--- config.mk ---
export PLATFORM = sky130hd
export DESIGN_NAME = mrbd_dd_cell
export DESIGN_NICKNAME = d
export VERILOG_FILES = /design/src/rtl/mrbd_pkg.sv /design/src/rtl/mrbd_dd_cell.sv
export SDC_FILE = /design/constraint.sdc
export NUM_CORES = 1
export LEC_CHECK = 0
export ABC_CLOCK_PERIOD_IN_PS = 2800
export BUFFER_PORTS_ARGS = -buffer_cell sky130_fd_sc_hd__buf_2
export CORE_ASPECT_RATIO = 0.8
export CORE_MARGIN = 3
export CORE_UTILIZATION = 50
export DETAILED_ROUTE_END_ITERATION = 16
export GPL_ROUTABILITY_DRIVEN = 0
export PLACE_DENSITY = 0.81
export SLEW_MARGIN = 20
export SYNTH_ARGS = -nofsm -noshare
export SYNTH_HDL_FRONTEND = slang
export SYNTH_SLANG_ARGS = --single-unit
--- constraint.sdc ---
create_clock -name clock -period 2.8 [get_ports clock]
set_clock_uncertainty 0.2 [all_clocks]
set_input_delay 0.14 -clock clock [delete_from_list [all_inputs] [get_ports clock]]
set_output_delay 0.14 -clock clock [all_outputs]
set_load 0.1 [all_outputs]
--- src/rtl/mrbd_pkg.sv ---
// shared types and constants for the meter reading to bcd display block
package mrbd_pkg;

   // widths
   localparam int ValW    = 32;
   localparam int DivW    = 38;
   localparam int DigW    = 4;
   localparam int NumDig  = 10;
   localparam int BcdW    = DigW * NumDig;
   localparam int OutW    = 32;
   localparam int SignBit = 23;

   // reciprocal of 9 for a 32-bit dividend, quotient = (x * ChbMagic) >> ChbShift
   localparam logic [31:0] ChbMagic = 32'h38E3_8E39;
   localparam int          ChbShift = 33;

   // quantity codes
   localparam logic [2:0] TypeActive   = 3'd0;
   localparam logic [2:0] TypeReactive = 3'd1;
   localparam logic [2:0] TypeVoltage  = 3'd2;
   localparam logic [2:0] TypeCurrent1 = 3'd3;
   localparam logic [2:0] TypeCurrent2 = 3'd4;
   localparam logic [2:0] TypeFreq     = 3'd5;
   localparam logic [2:0] TypeApparent = 3'd6;

   // register indexes
   localparam logic [2:0] CsrPowerGain    = 3'd0;
   localparam logic [2:0] CsrVoltageGain  = 3'd1;
   localparam logic [2:0] CsrCurrent1Gain = 3'd2;
   localparam logic [2:0] CsrCurrent2Gain = 3'd3;
   localparam logic [2:0] CsrApparentGain = 3'd4;
   localparam logic [2:0] CsrFreqNum      = 3'd5;
   localparam logic [2:0] CsrFreqMode     = 3'd6;

   // frequency mode codes
   localparam logic [1:0] FreqModeX16 = 2'd0;
   localparam logic [1:0] FreqModeX64 = 2'd2;

   // operations applied to the quotient
   localparam logic [1:0] PostNone = 2'd0;
   localparam logic [1:0] PostX10  = 2'd1;
   localparam logic [1:0] PostSh4  = 2'd2;
   localparam logic [1:0] PostSh6  = 2'd3;

   // divider cell state
   typedef struct packed {
      logic [ValW-1:0] rem;
      logic [DivW-1:0] work;
      logic [ValW-1:0] divisor;
   } div_type;

   // per-request flags that ride along the divider
   typedef struct packed {
      logic            zero;
      logic            bypass;
      logic [ValW-1:0] bypass_val;
      logic [1:0]      post;
      logic            sign;
   } side_type;

   // binary to bcd cell state
   typedef struct packed {
      logic [BcdW-1:0] bcd;
      logic [ValW-1:0] bin;
      logic            sign;
   } dd_type;

endpackage

--- src/rtl/mrbd_dd_cell.sv ---
// one double-dabble step: adjust digits then shift in one binary bit
module mrbd_dd_cell (
   input  logic              clock,
   input  logic              reset,
   input  logic              en,
   input  logic              in_valid,
   input  mrbd_pkg::dd_type  in_dd,
   output logic              out_valid,
   output mrbd_pkg::dd_type  out_dd
);

   logic                          valid_ff;
   mrbd_pkg::dd_type              dd_ff, dd_in;
   logic [mrbd_pkg::BcdW-1:0]     adj;

   // add 3 to every digit of 5 or more, then shift
   always_comb begin
      for (int i = 0; i < mrbd_pkg::NumDig; i++) begin
         if (in_dd.bcd[mrbd_pkg::DigW*i +: mrbd_pkg::DigW] >= 4'd5) begin
            adj[mrbd_pkg::DigW*i +: mrbd_pkg::DigW] =
               in_dd.bcd[mrbd_pkg::DigW*i +: mrbd_pkg::DigW] + 4'd3;
         end else begin
            adj[mrbd_pkg::DigW*i +: mrbd_pkg::DigW] =
               in_dd.bcd[mrbd_pkg::DigW*i +: mrbd_pkg::DigW];
         end
      end
      dd_in.bcd  = {adj[mrbd_pkg::BcdW-2:0], in_dd.bin[mrbd_pkg::ValW-1]};
      dd_in.bin  = {in_dd.bin[mrbd_pkg::ValW-2:0], 1'b0};
      dd_in.sign = in_dd.sign;
   end

   // stage valid
   always_ff @(posedge clock) begin
      if (reset) begin
         valid_ff <= 1'b0;
      end else if (en) begin
         valid_ff <= in_valid;
      end
   end

   // stage payload
   always_ff @(posedge clock) begin
      if (en) begin
         dd_ff <= dd_in;
      end
   end

   assign out_valid = valid_ff;
   assign out_dd    = dd_ff;

endmodule

# After elaboration in Yosys (flattened, before gate mapping)
# Cells that the tools add are included.
op_classes:
  bitwise: 0
  n_mul: 0
  div_mod_pow: 0
  magnitude_cmp: 10
  n_mux: 10
  shift: 0
  reduce_logical: 0
  eq_ne: 0
  addsub: 10
op_table:
  columns: ["op", "count"]
  rows:
  - ["$ge A4 B3 Y1 const B", 10]
  - ["$add A4 B2 Y4 const B", 9]
  - ["$mux W4", 9]
  - ["$add A3 B2 Y3 const B", 1]
  - ["$mux W3", 1]
word_totals:
  elab_cells: 34
  reg_bits: 73
  memories: 0
  rom_bits: 0
  inputBits: 77
  ram_bits: 0
  latchBits: 0

# Longest topological paths before layout
logic_depth:
  depth_word: 2
  depth_mapped: 5
  ltp_nobuf: 5

# Least setup slack after synthesis
# No wires, ideal clock.
synth_timing:
  kind: "register to register"
  from: "register out_valid (netlist name)"
  to: "register valid_ff (netlist: out_valid)"
  path_stages_with_launch: 3
  n_path_buf: 0
  path_slack_ns: 1.360
  required_time_ns: 2.533
  arrival_ns: 1.173
  cell_sequence: "dfxtp_1 mux2i_1 nor2_1"
synth_lines:
  columns: ["item", "line_no", "source"]
  rows:
  - ["end signal: assignment", "mrbd_dd_cell.sv:37", "valid_ff <= in_valid;"]
  - ["end: declaration", "mrbd_dd_cell.sv:12", "logic valid_ff;"]

# Final worst setup path
layout_timing:
  from: "input port in_dd[53] (netlist name)"
  to: "register dd_ff (netlist bit out_dd[56]), data pin"
layout_between:
  elab_chain_len: 2
layout_rtl:
  columns: ["item", "line_no", "source"]
  rows:
  - ["start: declaration", "mrbd_dd_cell.sv:7", "input mrbd_pkg::dd_type in_dd,"]
  - ["$add A4 B2 Y4 / $ge A4 B3 Y1 (equally long branches)", "mrbd_dd_cell.sv:21, mrbd_dd_cell.sv:19", null]
  - ["$mux W4 (*)", "mrbd_dd_cell.sv:19", "if (in_dd.bcd[mrbd_pkg::DigW*i +: mrbd_pkg::DigW] >= 4'd5) begin"]
  - ["net adj (one bit)", "mrbd_dd_cell.sv:14", "logic [mrbd_pkg::BcdW-1:0] adj;"]
  - ["end signal: assignment", "mrbd_dd_cell.sv:44", "dd_ff <= dd_in;"]
  - ["end: declaration", "mrbd_dd_cell.sv:13", "mrbd_pkg::dd_type dd_ff, dd_in;"]
# Mark *: on every way through the listed nets, which the timed path passes. The rest lies on a longest branch.
# A chain may end at the register's enable or synchronous reset.

==> impl_metrics.csv <==
group,metric,value,unit
sta,post-route-period-util,86.2,%
floorplanning,fp.dieW,95.5,um
floorplanning,start_util,53.0,%
logic_synthesis,synthTopCellsByArea,"edfxtp_1 68%, ha_1 7.8%, nand2_1 4.6%",
floorplanning,core.rowCount,25,
placement,port_buffers,149,
worst_hold_path,min_path_type,"input pin to register",
clocking,path_clk_slew,0.08,ns
routing,dr.pass1.iters,4,
pwr,p_sw,1.30,mW
sta,hold_viol,0,
logic_synthesis,synth_top_area_share,67.6,%
sta,worst_slack,0.387,ns
logic_synthesis,yosys_register_bits,73,
floorplanning,ioPinCount,151,
routing,vias,2645,
global_routing,gr-max-usage-layer,"met2",
critical_path,criticalPathCategory,"input pin to register",
sta,setup_viol,0,
logic_synthesis,synthTopCellsByCount,"72 x edfxtp_1, 39 x nand2_1, 20 x ha_1, 20 x inv_1, 19 x nand2b_1",
logic_synthesis,synth_edf_count,72,
critical_path,arrival,2.30,ns
clocking,ctsRootBufferMaster,"clkbuf_8",
critical_path,required,2.69,ns
clocking,cts.sinks,73,
layout,area_delta_synth_final,56.0,%
routing,wl,8.24,mm
floorplanning,die_h,77.6,um
pwr,powerDensity,670,nW/um2
logic_synthesis,avgSynthCellArea,13.7,um2
global_routing,gr-usage-all-layers,23.1,%
global_routing,grt-ovfl-total,0,
pwr,irDropWorstVdd,0.473,mV
critical_path,path_common_cell,"dlygate4sd3_1",
logic_synthesis,syn_inst,233,
clocking,cts_tree,"yes",
layout,fin_util,82.7,%
clocking,cts_buffer_depth,2,
routing,vias_per_cell,4.79,
layout,layout.nets,564,
placement,pre_cts_slack,1.31,ns
sta,finalMaxSlewViolations,0,
clocking,htree_levels,3,
global_routing,grt_util_met2,41.9,%
global_routing,met3_usage,9.59,%
logic_synthesis,yosysTopAreaCell,"edfxtp_1",
logic_synthesis,synthesis.area,3200,um2
critical_path,slowest_delay,0.55,ns
routing,wl_per_cell,14.9,um
pwr,clock_power_share,25.8,%
critical_path,start_kind,"input pin",
sta,fin_crit,2.41,ns
sta,rsz0062_at_grt,"false",
clocking,clock_latency,0.33,ns
status,status,"finished, final reports clean",
routing,drc,0,
critical_path,cp_top_family,"buffers and inverters",
routing,drtIter0Drc,103,
flow_run,drv_cap,0,
routing,ant_nets,0,
clocking,cts_setup_buffers,0,
floorplanning,fp.coreArea,6040,um2
logic_synthesis,yosys_warnings,0,
logic_synthesis,synthDistinctLibCells,14,
global_routing,grt_max_degree,30,
placement,dp.cells,464,
layout,diodes,0,
logic_synthesis,async_reset_ff_share,0,%
global_routing,grt_pass1_vias,2647,
logic_synthesis,synth_ff_type,"edfxtp_1",
sta,setup_tns,0,ns
global_routing,grt_pass1_wl,12.7,mm
pwr,internal-power,2.04,mW
layout,fin_cells,552,
pwr,p_sw_share,38.9,%
layout,drive_gt1_share,37.4,%
critical_path,critical_path.slowest_cell,"dlygate4sd3_1",
logic_synthesis,mappedNetlistNets,330,
global_routing,antenna_found_initial,0,
critical_path,cp_cell_sequence,"dlygate4sd3_1 > buf_2 > inv_1 > ha_1 > nor2_1 > nand2_1 > dlygate4sd3_1 > nand2_1 > dlygate4sd3_1",
sta,fmax,414,MHz
critical_path,end_kind,"register",
logic_synthesis,synth.most_common_cell,"edfxtp_1",
floorplanning,die_area,7400,um2
pwr,p_comb_share,34.0,%
critical_path,cp_max_fo,4,
clocking,cts_buffers,9,
critical_path,critical_path_buf_inv_count,5,
pwr,p_leak,2.28,nW
logic_synthesis,yosysSeqAreaShare,68.2,%
pwr,pwr-share-seq,40.2,%
global_routing,grtUsageMet1,23.0,%
placement,dp_hpwl,5.02,mm
[layout by cell type (no fill, tap or decap)]
master	count
a21oi_2	10
buf_2	149
buf_4	2
bufinv_16	2
clkbuf_8	9
clkinv_2	3
clkinv_4	1
conb_1	1
dfxtp_1	1
dlygate4sd3_1	73
edfxtp_1	72
ha_1	20
inv_1	20
mux2i_1	11
nand2_1	39
nand2b_1	19
nor2_1	11
o21ai_0	9
o21ai_1	9
xnor2_1	10
[area by class of cell]
| cell class | instances | area, um2 |
|---|---|---|
| sequential | 73 | 2180 |
| timing repair buffer | 224 | 1490 |
| fill | 348 | 1040 |
| multi-input combinational | 139 | 936 |
| clock buffer | 9 | 124 |
| tap | 81 | 101 |
| clock inverter | 6 | 83.8 |
| inverter | 20 | 75.1 |
[stage by stage]
step	cell area (um2)	total power [mW]	hold slack, ns
final	4990	3.34	0.00508
after global routing	4990	3.47	0.00394
after CTS	4990	3.35	0.00166
after detailed placement	4060	2.41	0.112
after global placement	4060	2.39	0.0992
after floorplan	3200	2.20	0.0124
[routing by layer]
metal	up-vias	part of all wire, %
li1	1273	-
met3	22	10
met2	135	52
met1	1215	35
met5	-	0
met4	0	2.6
[power groups by stage]
stage	registers (mW)	clock network [mW]	logic [mW]
floorplan	2.09	0	0.108
global placement	1.36	0	1.03
detailed placement	1.36	0	1.04
CTS	1.34	0.879	1.13
global route	1.35	0.931	1.18
finish	1.34	0.863	1.14
[flip-flops by register name, summed over array words and instances, names as in the netlist]
register	flops
out_valid	1
out_dd	72
[worst min-delay path, stage by stage]
cell and delay, ns:
buf_2 0.09, inv_1 0.06, mux2i_1 0.13
[final timing paths]
check                                             from                     end  cells after the start  slack [ns]
worst max register to register  out_valid$_SDFFE_PP0P_  out_valid$_SDFFE_PP0P_                      3        1.43
worst max-delay path                         in_dd[53]    out_dd[56]$_DFFE_PP_                      9        0.39
worst min-delay path                         in_dd[54]    out_dd[55]$_DFFE_PP_                      3       0.005
worst min register to register  out_valid$_SDFFE_PP0P_  out_valid$_SDFFE_PP0P_                      3        0.89
[kinds of logic after synthesis]
| family | after synthesis | share of synthesized area, % |
|---|---|---|
| xor+xnor | 10 | 2.74 |
| flops | 73 | 68.2 |
| simple gates | 69 | 9.58 |
| buf+inv | 21 | 2.58 |
| mux | 11 | 3.44 |
| other cells | 1 | 0.117 |
| compound gates | 28 | 5.55 |
| fa+ha+maj | 20 | 7.82 |
[what timing repair did]
| action | CTS | global route |
|---|---|---|
| gates resized for setup | 0 | 0 |
| hold endpoints to repair | 66 | 0 |
| hold buffers | 73 | 0 |
Power figures use the tool's default switching activity.
