## src/rtl/mrbd_pkg.sv

```systemverilog
// shared types and constants for the meter reading to bcd display block
package mrbd_pkg;

   // widths
   localparam int ValW    = 32;
   localparam int DivW    = 38;
   localparam int DigW    = 4;
   localparam int NumDig  = 10;
   localparam int BcdW    = DigW * NumDig;
   localparam int OutW    = 32;
   localparam int SignBit = 23;

   // reciprocal of 9 for a 32-bit dividend, quotient = (x * ChbMagic) >> ChbShift
   localparam logic [31:0] ChbMagic = 32'h38E3_8E39;
   localparam int          ChbShift = 33;

   // quantity codes
   localparam logic [2:0] TypeActive   = 3'd0;
   localparam logic [2:0] TypeReactive = 3'd1;
   localparam logic [2:0] TypeVoltage  = 3'd2;
   localparam logic [2:0] TypeCurrent1 = 3'd3;
   localparam logic [2:0] TypeCurrent2 = 3'd4;
   localparam logic [2:0] TypeFreq     = 3'd5;
   localparam logic [2:0] TypeApparent = 3'd6;

   // register indexes
   localparam logic [2:0] CsrPowerGain    = 3'd0;
   localparam logic [2:0] CsrVoltageGain  = 3'd1;
   localparam logic [2:0] CsrCurrent1Gain = 3'd2;
   localparam logic [2:0] CsrCurrent2Gain = 3'd3;
   localparam logic [2:0] CsrApparentGain = 3'd4;
   localparam logic [2:0] CsrFreqNum      = 3'd5;
   localparam logic [2:0] CsrFreqMode     = 3'd6;

   // frequency mode codes
   localparam logic [1:0] FreqModeX16 = 2'd0;
   localparam logic [1:0] FreqModeX64 = 2'd2;

   // operations applied to the quotient
   localparam logic [1:0] PostNone = 2'd0;
   localparam logic [1:0] PostX10  = 2'd1;
   localparam logic [1:0] PostSh4  = 2'd2;
   localparam logic [1:0] PostSh6  = 2'd3;

   // divider cell state
   typedef struct packed {
      logic [ValW-1:0] rem;
      logic [DivW-1:0] work;
      logic [ValW-1:0] divisor;
   } div_type;

   // per-request flags that ride along the divider
   typedef struct packed {
      logic            zero;
      logic            bypass;
      logic [ValW-1:0] bypass_val;
      logic [1:0]      post;
      logic            sign;
   } side_type;

   // binary to bcd cell state
   typedef struct packed {
      logic [BcdW-1:0] bcd;
      logic [ValW-1:0] bin;
      logic            sign;
   } dd_type;

endpackage

```

## src/rtl/mrbd_div_cell.sv

```systemverilog
// one restoring division step: one quotient bit per cell
module mrbd_div_cell (
   input  logic               clock,
   input  logic               reset,
   input  logic               en,
   input  logic               in_valid,
   input  mrbd_pkg::div_type  in_div,
   input  mrbd_pkg::side_type in_side,
   output logic               out_valid,
   output mrbd_pkg::div_type  out_div,
   output mrbd_pkg::side_type out_side
);

   logic                      valid_ff;
   mrbd_pkg::div_type         div_ff, div_in;
   mrbd_pkg::side_type        side_ff;
   logic [mrbd_pkg::ValW:0]   trial;
   logic [mrbd_pkg::ValW:0]   diff;
   logic                      ge;

   // shift in the next dividend bit and try a subtract
   always_comb begin
      trial = {in_div.rem, in_div.work[mrbd_pkg::DivW-1]};
      diff  = trial - {1'b0, in_div.divisor};
      ge    = trial >= {1'b0, in_div.divisor};
      div_in.rem     = ge ? diff[mrbd_pkg::ValW-1:0] : trial[mrbd_pkg::ValW-1:0];
      div_in.work    = {in_div.work[mrbd_pkg::DivW-2:0], ge};
      div_in.divisor = in_div.divisor;
   end

   // stage valid
   always_ff @(posedge clock) begin
      if (reset) begin
         valid_ff <= 1'b0;
      end else if (en) begin
         valid_ff <= in_valid;
      end
   end

   // stage payload
   always_ff @(posedge clock) begin
      if (en) begin
         div_ff  <= div_in;
         side_ff <= in_side;
      end
   end

   assign out_valid = valid_ff;
   assign out_div   = div_ff;
   assign out_side  = side_ff;

endmodule

```

## config.mk

```make
export PLATFORM = sky130hd
export DESIGN_NAME = mrbd_div_cell
export DESIGN_NICKNAME = d
export VERILOG_FILES = /design/src/rtl/mrbd_pkg.sv /design/src/rtl/mrbd_div_cell.sv
export SDC_FILE = /design/constraint.sdc
export NUM_CORES = 1
export LEC_CHECK = 0
export ABC_CLOCK_PERIOD_IN_PS = 3500
export BUFFER_PORTS_ARGS = -buffer_cell sky130_fd_sc_hd__buf_2
export CAP_MARGIN = 30
export CORE_MARGIN = 3
export CORE_UTILIZATION = 48
export DETAILED_ROUTE_END_ITERATION = 16
export HOLD_SLACK_MARGIN = 0.1
export PLACE_DENSITY = 0.81
export RECOVER_POWER = 100
export SYNTH_ARGS = -nofsm -noshare
export SYNTH_HDL_FRONTEND = slang
export SYNTH_SLANG_ARGS = --single-unit
```

## constraint.sdc

```tcl
create_clock -name clock -period 3.5 [get_ports clock]
set_input_delay 0.175 -clock clock [delete_from_list [all_inputs] [get_ports clock]]
set_output_delay 0.175 -clock clock [all_outputs]
set_load 0.01 [all_outputs]
```

Yosys cells after proc, flatten, opt, wreduce, memory -nomap -nowiden:

Index checks and enable logic that the tools add are counted.

* reduce and logical (&&, ||, !) cells: 0
* div/mod/pow operators: 0
* add/subtract/negate cells: 1
* bitwise operators: 0
* equal/unequal tests: 0
* magnitude comparators: 1
* multipliers: 0
* multiplexer cells: 1
* shift-type cells: 0

Operators with widths (count)
* 33-bit by 32-bit greater-or-equal comparator with 1-bit output: 1
* 32-bit 2-to-1 mux: 1
* 32-bit subtractor: 1

* memories kept: 0
* register bits after elaboration: 140
* memory bits (read-only): 0
* latch bits: 0
* input bits: 143
* RAM bits: 0

Longest topological paths before layout:

Gate-level depths: netlist of the first run.

* depth after elaboration: 2
* depth in mapped cells: 13

Worst setup path after synthesis of the first run:

OpenSTA, ideal clock, no wires.

* kind: input to register
* from: input port in_div[7] (netlist bit)
* to: register div_ff, in the netlist out_div[100], data pin
* stages: 12
* setup slack: 0.550 ns
* setup time: 0.262 ns
* data arrival time: 2.688 ns
* cells stage by stage: inv_1 > ha_1 > buf_2 > nand4_1 > or4_1 > a21oi_1 > nor3_1 > a211oi_2 > o21ai_2 > o31ai_4 > buf_4 > mux2_1

RTL lines
* start, declared: RTL line mrbd_div_cell.sv:7 `input mrbd_pkg::div_type in_div,`
* end signal, assigned: RTL line mrbd_div_cell.sv:43 `div_ff <= div_in;`
* end, declared: RTL line mrbd_div_cell.sv:15 `mrbd_pkg::div_type div_ff, div_in;`

==> impl_metrics.tcl, run 1 <==
set metrics [dict create \
    timing.final.crit_period_ns 3.33 \
    combPwrFrac 0.195 \
    antenna_found_initial 1 \
    crit_type "primary input to flop" \
    place_ws_ns 0.177 \
    top_usage_layer "met2" \
    cts_setup_buffers 0 \
    switching_share 0.273 \
    hold_path_class "primary input to flop" \
    place_congestion 0.918 \
    synth.distinct_cells 48 \
    seq_power_share 0.438 \
    grt_overflow 0 \
    relSlewSlack -0.631 \
    outcome "finished with violations" \
    pin_count 283 \
    netlist_area_mm2 0.00641 \
    violations "capacitance limit, slew limit" \
    setup_ws_ns 0.166 \
    drtIter0Drc 623 \
    start_util 0.500 \
    grt_pass1_wl_um 33300 \
    finClkSkew_ns 0 \
    switchingPower_mw 1.31 \
    core-area_mm2 0.0128 \
    dp_hpwl_um 14100 \
    grt_usage 0.301 \
    internal_power_mw 3.50 \
    async_reset_ff_frac 0 \
    pwr-share-clk 0.367 \
    crit_path_max_fanout 27 \
    synth-compound-area-share 0.115 \
    drt-total-wl_um 22700 \
    maxCapViolations 1 \
    use_met1 0.348 \
    worst_setup_path_start_kind "primary input" \
    drc_errors 0 \
    avgSynthCellArea_um2 13.2 \
    yosys.area_share.simple 0.0712 \
    required_ns 3.64 \
    ys_seq_area_frac 0.654 \
    netlist_instances 485 \
    p_leak_nw 3.87 \
    htree_levels 4 \
    crit_path_end_kind "flop" \
    synth-edff-count 139 \
    synth_nets 661 \
    synth_top_family_by_area "compound AO/OA/AOI/OAI gates" \
    rows 41 \
    cts-root-buf "clkbuf_16" \
    fin_nets 1074 \
    die_area_mm2 0.0148 \
    port_buffers 282 \
    fmax_ghz 0.300 \
    synth-warning-count 0 \
    ir_drop_mv 0.319 \
    use_met2 0.511 \
    ys_ff_latch 140 \
    power_density_mw_per_mm2 500 \
    regArea_mm2 0.00419 \
    fin_util 0.750 \
    fillers 903 \
    clock_latency_ns 0.42 \
    drive_above_1_share 0.166 \
    multi_input_area_mm2 0.00201 \
    finalSetupTns_ns 0 \
    viasPerCell 5.34 \
    report.final.hold_viol_count 0 \
    numCtsBuffers 17 \
    synth_ff_type "edfxtp_1" \
    rsz0062_at_grt "no" \
    area_growth_pct 49.9 \
    clock_sinks 140 \
    grt_use_met3 0.0970 \
    synthMuxAreaShare 0.0222 \
    synth-xor-area-share 0.0369 \
    grt_start_max_net_pins 84 \
    finalSetupViolations 0 \
    period_share 0.953 \
    clk_pin_slew_ns 0.06 \
    cts_tree "done" \
    yosys.area_share.adder 0.0655 \
    arrival_ns 3.48 \
    routedWlPerCell_um 20.9 \
    drt_first_pass_iters 5 \
    die_w_um 122 \
    die-height_um 122 \
    grt_pass1_vias 5879 \
    tightest_slew_ns 2.45 \
    clockBufferDepth 2 \
    ant_nets 0 \
    num_vias 5794 \
    maxSlewViolCount 42 \
]
-- Yosys cell counts, drive strengths merged (4+ instances only) --
| library cell | number | area share |
|---|---|---|
| edfxtp | 139 | 0.65 |
| a21oi | 54 | 0.042 |
| inv | 38 | 0.022 |
| nor2 | 37 | 0.022 |
| ha | 32 | 0.062 |
| nand2 | 27 | 0.016 |
| o21ai | 17 | 0.014 |
| xnor2 | 16 | 0.022 |
| a21o | 12 | 0.014 |
| buf | 11 | 0.0098 |
| xor2 | 11 | 0.015 |
| mux2 | 10 | 0.018 |
| nand3 | 8 | 0.0062 |
| nand4 | 7 | 0.0068 |
| clkbuf | 6 | 0.0037 |
| o21a | 6 | 0.0070 |
| a31oi | 5 | 0.0049 |
| a211oi | 4 | 0.0055 |
| nand2b | 4 | 0.0039 |
| nor4 | 4 | 0.0039 |
| o211ai | 4 | 0.0047 |
-- critical path, stage by stage --
cell and delay (ns):
dlygate4sd3_1 0.53, clkbuf_1 0.16, inv_1 0.10, ha_1 0.30, nand4_1 0.18, or4_1 0.51, a21oi_1 0.13, nor3_1 0.10
a211oi_2 0.25, o21ai_2 0.16, o31ai_4 0.29, clkbuf_4 0.43, a21oi_1 0.14
-- through the flow --
step	hold WS (ns)	instance area, um^2	total power, mW	instances
finish	0.128	9620	4.81	1085
global route	0.133	9610	4.98	1084
CTS	0.101	9830	4.81	1082
global placement	0.332	8030	2.93	929
detailed placement	0.340	8050	2.96	930
floorplan	0.247	6410	2.57	485
-- sequential cells by signal, summed over array words and instances, names as in the netlist --
| register | cells |
|---|---|
| out_div | 102 |
| out_side | 37 |
| out_valid | 1 |
-- final timing paths --
path | start | to | slack (ns) | cells past startpoint
worst max-delay path | in_div[16] | out_div[82] | 0.17 | 13
worst min-delay path | in_div[91] | out_div[92] | 0.13 | 3
worst min register to register | out_valid | out_valid | 1.08 | 3
worst max register to register | out_valid | out_valid | 2.30 | 3
-- final cells by class --
type / instances / share of cell area
diodes: 2 / 0.000520
clock buffers: 19 / 0.0450
clock inverters: 13 / 0.0147
inverters: 38 / 0.0148
multi-input cells: 290 / 0.209
flip-flops and latches: 140 / 0.436
well taps: 172 / 0.0224
repair buffers: 411 / 0.258
-- kinds of logic (layout without fill, tap and decap cells) --
logic type / after synthesis / after routing
and+or+nand+nor: 99 / 99
AOI/OAI and AO/OA: 118 / 118
adders and majority gates: 33 / 33
DFF: 140 / 140
xor gates and xnor gates: 27 / 27
other: 0 / 2
buffers and inverters: 55 / 481
muxes: 13 / 13
-- layout by cell type, fill, tap and decap left out, drive strengths merged, types with 16 or more instances in the layout --
| master | Yosys | final |
|---|---|---|
| buf | 11 | 108 |
| xnor2 | 16 | 16 |
| dlygate4sd3 | 0 | 120 |
| nand2 | 27 | 27 |
| inv | 38 | 41 |
| a21oi | 54 | 54 |
| edfxtp | 139 | 139 |
| nor2 | 37 | 37 |
| ha | 32 | 32 |
| clkbuf | 6 | 202 |
| o21ai | 17 | 17 |
-- timing repair --
item	in CTS	in global routing
resized for setup	0	4
endpoints found under the setup margin	0	10
hold buffers	120	0
endpoints found under the hold margin	119	0
-- routing by layer --
metal	wire length [um]	vias up
met4	1090	0
met3	2150	68
met2	11200	367
met1	8260	2723
li1	-	2636
met5	0	-
-- power groups by stage --
stage                     sequential (mW)  clock [mW]  combinational [mW]
after global placement               2.11           0               0.818
after floorplan                      2.21           0               0.358
after detailed placement             2.12           0               0.838
after CTS                            2.09        1.77               0.952
after global routing                 2.12        1.85                1.01
final                                2.11        1.76               0.937
Power figures use the tool's default switching activity.
==> run 2: changes to the inputs <==
--- a/config.mk
+++ b/config.mk
@@ -11,6 +11,7 @@
 export CORE_MARGIN = 3
 export CORE_UTILIZATION = 48
 export DETAILED_ROUTE_END_ITERATION = 16
+export GPL_TIMING_DRIVEN = 0
 export HOLD_SLACK_MARGIN = 0.1
 export PLACE_DENSITY = 0.81
 export RECOVER_POWER = 100
==> impl_metrics.tcl, run 2 (same netlist as run 1, synthesis figures left out) <==
set metrics [dict create \
    p_leak_nw 3.85 \
    path_buf_inv 2 \
    slowest_delay_ns 0.54 \
    whs_endpoint "out_div[86]" \
    maxCapViolations 1 \
    hold_path_depth 3 \
    layout_common_cells "clkbuf_1, edfxtp_1, dlygate4sd3_1" \
    largest_reg_flops 102 \
    finClkSkew_ns 0 \
    core-area_mm2 0.0128 \
    place_inst 940 \
    fin_nets 1084 \
    cts_tree "done" \
    numCtsBuffers 17 \
    cts_setup_buffers 0 \
    drt_first_pass_iters 6 \
    final_cells 1092 \
    crit_path_max_fanout 4 \
    fmax_ghz 0.303 \
    clock_latency_ns 0.41 \
    drt-total-wl_um 22800 \
    final_common_cell "clkbuf_1" \
    rows 41 \
    worst_setup_path_start_kind "primary input" \
    period_share 0.943 \
    cts-root-buf "clkbuf_16" \
    violations "capacitance limit, slew limit" \
    viasPerCell 5.39 \
    drtIter0Drc 651 \
    htree_levels 4 \
    drc_errors 0 \
    outcome "finished with violations" \
    crit_path_end_kind "flop" \
    report.final.hold_viol_count 0 \
    clockBufferDepth 2 \
    r2r_setup_slack_ns 2.26 \
    required_ns 3.66 \
    hp-start "in_div[85]" \
    crit_chain "dlygate4sd3_1 -> buf_2 -> fa_1 -> nand2b_1 -> a21oi_1 -> o21ai_1 -> o311a_1 -> a31oi_2 -> a21oi_1 -> o41ai_2 -> xor2_1 -> mux2_1" \
    area_growth_pct 49.5 \
    cp_slowest_cell "dlygate4sd3_1" \
    r2r-end "out_valid" \
    rsz0062_at_grt "no" \
    num_vias 5882 \
    grt_start_max_net_pins 99 \
    grt_pass1_vias 5891 \
    reg2reg_depth 3 \
    grt_overflow 0 \
    die_w_um 122 \
    tightest_slew_ns 2.52 \
    ir_drop_mv 0.272 \
    arrival_ns 3.46 \
    hold_path_class "primary input to flop" \
    diodes 0 \
    cpMostUsedCell "a21oi_1" \
    port_buffers 282 \
    start_util 0.500 \
    timing.final.crit_period_ns 3.30 \
    clk_pin_slew_ns 0.06 \
    worst_path_dominant_cell_family "compound AO/OA/AOI/OAI gates" \
    finalInstanceArea_mm2 0.00959 \
    drive_above_1_share 0.167 \
    grt_usage 0.301 \
    finalSetupViolations 0 \
    fillers 921 \
    power_density_mw_per_mm2 487 \
    relSlewSlack -0.683 \
    maxSlewViolCount 43 \
    place_congestion 0.905 \
    pin_count 283 \
    placed_area_mm2 0.00808 \
    die-height_um 122 \
    ant_nets 0 \
    clock_sinks 140 \
    r2r-start "out_valid" \
    die_area_mm2 0.0148 \
    cp-startpoint "in_div[1]" \
    crit_type "primary input to flop" \
    grt_pass1_wl_um 33400 \
    dp_hpwl_um 14100 \
    antenna_found_initial 2 \
    routedWlPerCell_um 20.9 \
]
==> run 2: cell types whose count changed in the layout (fill, tap and decap cells not counted), moves of 2 or more <==
cell and delta:
buf_2 +4, bufinv_16 -2, diode_2 -2, clkbuf_1 +7, clkinvlp_4 +3, buf_4 -2
==> run 2: worst max path at each step <==
| stage | end | slack (ns) | cells after the start |
|---|---|---|---|
| after floorplan | out_div[100] | 0.55 | 12 |
| after global placement | out_div[83] | -0.13 | 13 |
| after detailed placement | out_div[93] | -0.14 | 13 |
| after CTS | out_div[100] | 0.002 | 12 |
| after global routing | out_div[71] | 0.004 | 14 |
| final | out_div[100] | 0.20 | 12 |
==> run 2: stage by stage <==
stage	setup WS, ns	util	hold WS [ns]	TNS (ns)	power, mW
floorplan	0.550	-	0.247	0	2.57
global placement	-0.129	0.627	0.337	-1.22	2.93
detailed placement	-0.141	0.630	0.353	-2.23	2.95
CTS	0.00183	0.765	0.101	0	4.66
global route	0.00400	0.748	0.116	0	4.85
finish	0.198	0.748	0.121	0	4.67
==> run 2: worst reg2reg max path, stage by stage, from the launching register on <==
cell	delay, ns
dfxtp_1	0.32
mux2i_1	0.17
nor2_1	0.06
dlygate4sd3_1	0.56
==> run 2: layout make-up <==
| type | count | area [um^2] | share of cell area |
|---|---|---|---|
| well taps | 172 | 215 | 0.0224 |
| repair buffers | 404 | 2420 | 0.252 |
| multi-input cells | 290 | 2010 | 0.209 |
| plain buffers | 17 | 86.3 | 0.00900 |
| clock buffers | 18 | 429 | 0.0448 |
| inverters | 38 | 143 | 0.0149 |
| flip-flops and latches | 140 | 4190 | 0.437 |
| clock inverters | 13 | 96.3 | 0.0100 |
==> run 2: routing by layer <==
metal | GRT usage | vias up | share of wire
li1 | - | 2657 | -
met1 | 0.352 | 2748 | 0.36
met2 | 0.509 | 401 | 0.50
met3 | 0.0864 | 72 | 0.097
met4 | 0.145 | 4 | 0.047
met5 | 0 | - | 0.0011
==> run 2: timing repair <==
| action | 4_1_cts | 5_1_grt |
|---|---|---|
| resized for setup | 0 | 3 |
| endpoints found under the hold margin | 120 | 0 |
| endpoints found under the setup margin | 0 | 2 |
| hold buffers | 121 | 0 |
==> run 2: report_power, final <==
| part | internal [mW] | total (mW) | switching, mW | leakage (nW) |
|---|---|---|---|---|
| combinational | 0.393 | 0.938 | 0.545 | 2.24 |
| clock | 0.904 | 1.63 | 0.729 | 0.245 |
| sequential | 2.05 | 2.10 | 0.0565 | 1.37 |
